## config.mk

```make
export PLATFORM = sky130hd
export DESIGN_NAME = tse_ctrl
export DESIGN_NICKNAME = d
export VERILOG_FILES = /design/src/tse_pkg.sv /design/src/tse_ctrl.sv
export SDC_FILE = /design/constraint.sdc
export NUM_CORES = 1
export LEC_CHECK = 0
export BUFFER_PORTS_ARGS = -buffer_cell sky130_fd_sc_hd__buf_2
export CORE_AREA = 5 5 42 44
export DETAILED_ROUTE_END_ITERATION = 7
export DIE_AREA = 0 0 47 49
export PLACE_DENSITY = 0.54
export SYNTH_ARGS = -nofsm -noshare
export SYNTH_HDL_FRONTEND = slang
export SYNTH_SLANG_ARGS = --single-unit
export TNS_END_PERCENT = 10
```

## constraint.sdc

```tcl
create_clock -name clk -period 1.69 [get_ports clk]
set_clock_uncertainty 0.1 [all_clocks]
set_input_delay 0.338 -clock clk [delete_from_list [all_inputs] [get_ports clk]]
set_output_delay 0.338 -clock clk [all_outputs]
set_load 0.01 [all_outputs]
```

## src/tse_pkg.sv

```systemverilog
// Shared types and constants for the ternary search engine.
// No dependencies; imported by the controller, datapath and top level.
package tse_pkg;

	localparam int IDX_W      = 10;
	localparam int OPCODE_W   = 1;
	localparam int APB_ADDR_W = 3;
	localparam int APB_DATA_W = 32;
	localparam int M_TDATA_W  = ((IDX_W + 7) / 8) * 8;

	localparam logic [OPCODE_W-1:0] OP_WRITE  = 1'b0;
	localparam logic [OPCODE_W-1:0] OP_SEARCH = 1'b1;

	localparam logic REG_FIRST = 1'b0;
	localparam logic REG_LAST  = 1'b1;

	// Commands from controller to datapath.
	typedef struct packed {
		logic write;
		logic load;
		logic third;
		logic probe;
		logic decide;
		logic publish;
	} tse_cmd_t;

	// Status from datapath to controller.
	typedef struct packed {
		logic empty;
		logic hit;
		logic out_free;
	} tse_status_t;

endpackage

```

## src/tse_ctrl.sv

```systemverilog
// Sequencer of the ternary search engine: accepts beats, steps the rounds.
// Depends on tse_pkg.
module tse_ctrl
	import tse_pkg::*;
(
	input  logic                clk,
	input  logic                arst_n,
	input  logic                in_valid,
	input  logic [OPCODE_W-1:0] opcode,
	output logic                in_ready,
	input  tse_status_t         status,
	output tse_cmd_t            cmd
);

	typedef enum logic [4:0] {
		ST_IDLE   = 5'b00001,
		ST_THIRD  = 5'b00010,
		ST_PROBE  = 5'b00100,
		ST_DECIDE = 5'b01000,
		ST_REPORT = 5'b10000
	} state_t;

	state_t state_q, state_d;

	always_comb begin
		cmd      = '0;
		state_d  = state_q;
		in_ready = 1'b0;
		unique case (state_q)
			ST_IDLE: begin
				in_ready = 1'b1;
				if (in_valid) begin
					if (opcode == OP_SEARCH) begin
						cmd.load = 1'b1;
						state_d  = ST_THIRD;
					end else begin
						cmd.write = 1'b1;
					end
				end
			end
			ST_THIRD: begin
				if (status.empty) begin
					state_d = ST_REPORT;
				end else begin
					cmd.third = 1'b1;
					state_d   = ST_PROBE;
				end
			end
			ST_PROBE: begin
				cmd.probe = 1'b1;
				state_d   = ST_DECIDE;
			end
			ST_DECIDE: begin
				cmd.decide = 1'b1;
				state_d    = status.hit ? ST_REPORT : ST_THIRD;
			end
			ST_REPORT: begin
				// hold until the output register can take the result
				if (status.out_free) begin
					cmd.publish = 1'b1;
					state_d     = ST_IDLE;
				end
			end
			default: state_d = ST_IDLE;
		endcase
	end

	always_ff @(posedge clk or negedge arst_n) begin
		if (!arst_n) begin
			state_q <= ST_IDLE;
		end else begin
			state_q <= state_d;
		end
	end

endmodule

```

After elaboration in Yosys (flattened, before gate mapping)
Cells that the tools add are included.

storage, ports and cells
  register bits = 5
  word-level logic and storage cells = 27
  output and inout port bits = 7
  bits of input ports = 7

operators by class
  equal/unequal tests = 8
  reduce and logical (&&, ||, !) cells = 1
  multiplexer cells = 17

operators by type and width
  kind                                                                   count
  5-bit two-way mux                                                      5
  5-bit case mux with 5 select lines                                     1
  1-bit two-way mux                                                      9
  2-bit != test, second input constant                                   3
  5-bit by 1-bit equality test with 1-bit output, second input constant  1
  5-bit by 2-bit equality test with 1-bit output, second input constant  1
  5-bit by 3-bit equality test with 1-bit output, second input constant  1
  5-bit by 4-bit equality test with 1-bit output, second input constant  1
  5-bit equality test, second input constant                             1
  2-bit two-way mux                                                      2
  3-bit AND reduction                                                    1

Logic depth before layout (Yosys ltp)
  word-level depth = 3
  gate-level depth with buffers = 5
  depth with buffers taken out = 4

Worst setup path before layout
OpenSTA, ideal clock, no wires.

  path type = flip-flop to output port
  start = register state_q[0]
  end = output port cmd[5] (netlist name)
  path buffers = 1
  required time = 1.252 ns
  data arrival time = 1.074 ns
  stages on the path, launching flop included = 5
  path slack = 0.178 ns
  cells stage by stage = dfstp_2 clkbuf_2 and3_4 nand2_1 nor2_1

RTL lines
  item                      RTL line        RTL
  start: declaration        tse_ctrl.sv:23  state_t state_q, state_d;
  start signal: assignment  tse_ctrl.sv:72  state_q <= state_d;
  end: declaration          tse_ctrl.sv:12  output tse_cmd_t cmd

==> summary.md <==
| Metric | Value |
|---|---|
| CTS sink cnt | `5` |
| Peak supply drop | `between 0.6 and 0.7 mV` |
| Die area | `approximately 2300 sq um` |
| Reg2reg path depth | `6` |
| Core ar. | `1401 sq um` |
| Vias in the first global route | `349` |
| Share of layout cells above drive strength 1 | `0.5410` |
| Top post-synthesis cells by area | `dfrtp_1 (32%), nor2_1 (9.6%), dfstp_2 (8.4%)` |
| Synthesized cell area | `between 300 and 400 sq um` |
| P_sw | `0.1980 mW` |
| CTS clk-pin slew, worst paths | `roughly 0.040 ns` |
| WP data arrival | `between 1 and 1.5 ns` |
| Largest net degree at the start of global routing | `8` |
| Die Height | `around 49 microns` |
| CTS Buf Count | `3` |
| Setup_tns | `-0.07702 ns` |
| Reg-to-reg setup timing slack | `approximately 0.27 ns` |
| Port-buffer cells | `13` |
| Max cap viols | `0` |
| Final HPWL DP | `about 570 microns` |
| Initial Utilization | `0.2232` |
| Worst r2r src | `state_q[0]` |
| Sw Share | `0.3364` |
| Register area | `130.1 sq um` |
| Most common cell in the netlist | `nor2_1` |
| Synthesized flop and latch total | `5` |
| Setup CP Type | `reg -> out` |
| Nets | `just under 70` |
| Worst path most repeated cell | `and3_4` |
| Fillers | `about 160` |
| Total power | `a little under 0.6 mW` |
| Vias | `339` |
| DP Worst Slack | `around 0.14 ns` |
| Post-synthesis sequential area ratio | `0.4040` |
| Number of cells on the worst hold path | `2` |
| Sequential Power Share | `0.314` |
| Asr flop ratio synth | `1.000` |
| Synth Warn # | `0` |
| Most instantiated cells after synthesis | `nor2_1 (8), dfrtp_1 (4), inv_1 (3), o21ai_0 (3)` |
| Worst-path cell chain | `and3_4 -> and3_4 -> buf_6` |
| Worst Max-Slew Pin Slew | `~0.18 ns` |
| Drt total wl | `841 microns` |
| Slew HR | `0.8768` |
| Failing checks | `negative setup slack` |
| Setup crit end kind | `primary output` |
| Hold EP | `state_q[2]` |
| GRT Total Usage | `0.08422` |
| ANT nets after route | `0` |
| Slowest library cell on the worst path | `dfstp_2` |
| Syn Nets | `45` |
| Critical Path Fanout Max | `6` |
| Die width | `47 microns` |
| RSZ-0062 raised after global routing | `true` |
| Combinational Power Share | `0.460` |
| Synth cell types | `19` |
| CTS Buffer Depth | `2` |
| First-pass GRT wire length | `~1400 microns` |
| Cell internal pwr | `approximately 0.4 mW` |
| Status | `finished with violations` |
| Top Ports | `14` |
| DR pass1 iterations | `4` |
| Ant diodes | `0` |
| Final GP Congestion | `between 0.6 and 0.7` |
| Fin crit share | `1.028` |
| 1st-iter DRT viols | `6` |
| Slew Limit Fails | `0` |
| Most used DFF post-synth | `dfrtp_1` |
| Max Fclk | `575.8 MHz` |
| Largest Register | `state_q` |
| R2R Path End | `state_q[0]` |
| Clock Power Share | `0.226` |
| Yosys top cell area share | `0.3200` |
| Top flop regs | `state_q x5` |
| Startpoint Class | `flip-flop` |
| Multi-input gate area | `approximately 190 sq um` |
| P&R area growth vs syn | `60.40%` |
| Final global-route overflow total | `0` |
| Num rows | `14` |
| Antenna violations before repair | `0` |
| H-tree depth | `1` |
| Post-layout util | `0.3580` |
| Min-delay src | `status[2]` |
| Avg Synthesized Cell Area | `8.232 sq um` |
| Final number of setup-violating endpoints | `2` |
| Vias per Instance | `about 4.4` |
| Syn Inst Count | `38` |
| Placed Area | `between 300 and 400 sq um` |
| DR WL/cell | `around 11 microns` |
| Final cell area excluding filler cells | `approximately 500 sq um` |
| Leak pwr | `about 0.26 nW` |
| Yosys top cell by area | `dfrtp_1` |
| P per Cell Area | `1173 nW/um^2` |
| Worst EP required | `1.25 ns` |
| Clock Latency Late Sink | `approximately 0.24 ns` |
| CTS tree | `yes` |
| # DRC | `0` |
| Post-synth EDFFs | `0` |
| Final hold vios | `0` |
| Final Worst Setup Slack | `-0.04679 ns` |
| Worst hold path class | `in -> reg` |
| Max incr delay on CP | `roughly 0.58 ns` |
| Max FFs per register | `5` |
| Minimum clock period | `about 1.7 ns` |
| Clock root cell | `clkbuf_4` |
==> critical path: cells and delay by family, from the launching register on <==
family / cells / cell delay [ns]
buffers and inverters: 1 / 0.10
flip-flops: 1 / 0.58
AND/OR/NAND/NOR: 2 / 0.39
==> layer usage <==
metal  track usage  share of wire
met5             0              0
met4       0.06912          0.018
met3       0.01107          0.037
met2        0.1357           0.55
met1       0.09152           0.39
==> power by group through the flow <==
stage               Clock, mW  Sequential, mW  Combinational [mW]
floorplan                   0           0.162               0.156
global placement            0           0.188               0.183
detailed placement          0           0.187               0.183
CTS                     0.142           0.181               0.250
global route            0.147           0.189               0.296
finish                  0.133           0.185               0.271
==> cell type report <==
cell class / instances / area share
clock buffer: 4 / 0.05237
timing repair buffer: 20 / 0.2519
tap: 16 / 0.03990
inverter: 3 / 0.02244
sequential: 5 / 0.2594
multi-input combinational: 29 / 0.3741
==> placed cells by master (no fill, tap or decap) <==
| cell | instances |
|---|---|
| clkbuf_1 | 1 |
| xor2_1 | 1 |
| dfstp_2 | 1 |
| a21oi_1 | 2 |
| o21ai_0 | 3 |
| dlygate4sd3_1 | 1 |
| dfrtp_2 | 3 |
| a31oi_1 | 1 |
| inv_1 | 3 |
| and3b_2 | 1 |
| nor2_4 | 1 |
| nand3_2 | 1 |
| o221ai_1 | 1 |
| nor3_2 | 1 |
| clkbuf_4 | 3 |
| and3_4 | 2 |
| buf_2 | 12 |
| and3_1 | 2 |
| nand3b_1 | 2 |
| nor2_1 | 7 |
| dfrtp_1 | 1 |
| buf_6 | 1 |
| nor2_2 | 1 |
| buf_4 | 6 |
| a21o_1 | 1 |
| nand2_1 | 2 |
==> worst max-delay path by stage <==
stage / startpoint / endpoint / cells after the start
finish: state_q[0] / cmd[4] / 3
global route: state_q[0] / cmd[5] / 4
CTS: state_q[0] / cmd[4] / 3
detailed placement: state_q[3] / cmd[4] / 4
global placement: state_q[2] / cmd[4] / 4
floorplan: state_q[0] / cmd[5] / 4
==> kinds of logic after synthesis <==
kind of cell / Yosys count / synth area share
flip-flops: 5 / 0.4040
AND/OR/NAND/NOR: 20 / 0.3640
XOR/XNOR: 1 / 0.02801
buffers and inverters: 4 / 0.05198
AO/OA/AOI/OAI: 8 / 0.1520
==> repair_timing <==
action	CTS	global route
endpoints found under the setup margin	5	6
hold buffers	1	0
pin swaps	4	3
hold endpoints to repair	5	0
gates resized for setup	6	2
setup buffers	5	1
==> through the flow <==
step / instances / hold WS [ns]
after floorplan: 38 / -0.05759
after global placement: 66 / 0.05735
after detailed placement: 66 / 0.05781
after CTS: 76 / 0.1619
after global routing: 77 / 0.1901
final: 77 / 0.1719
(Power assumes the default switching activity.)
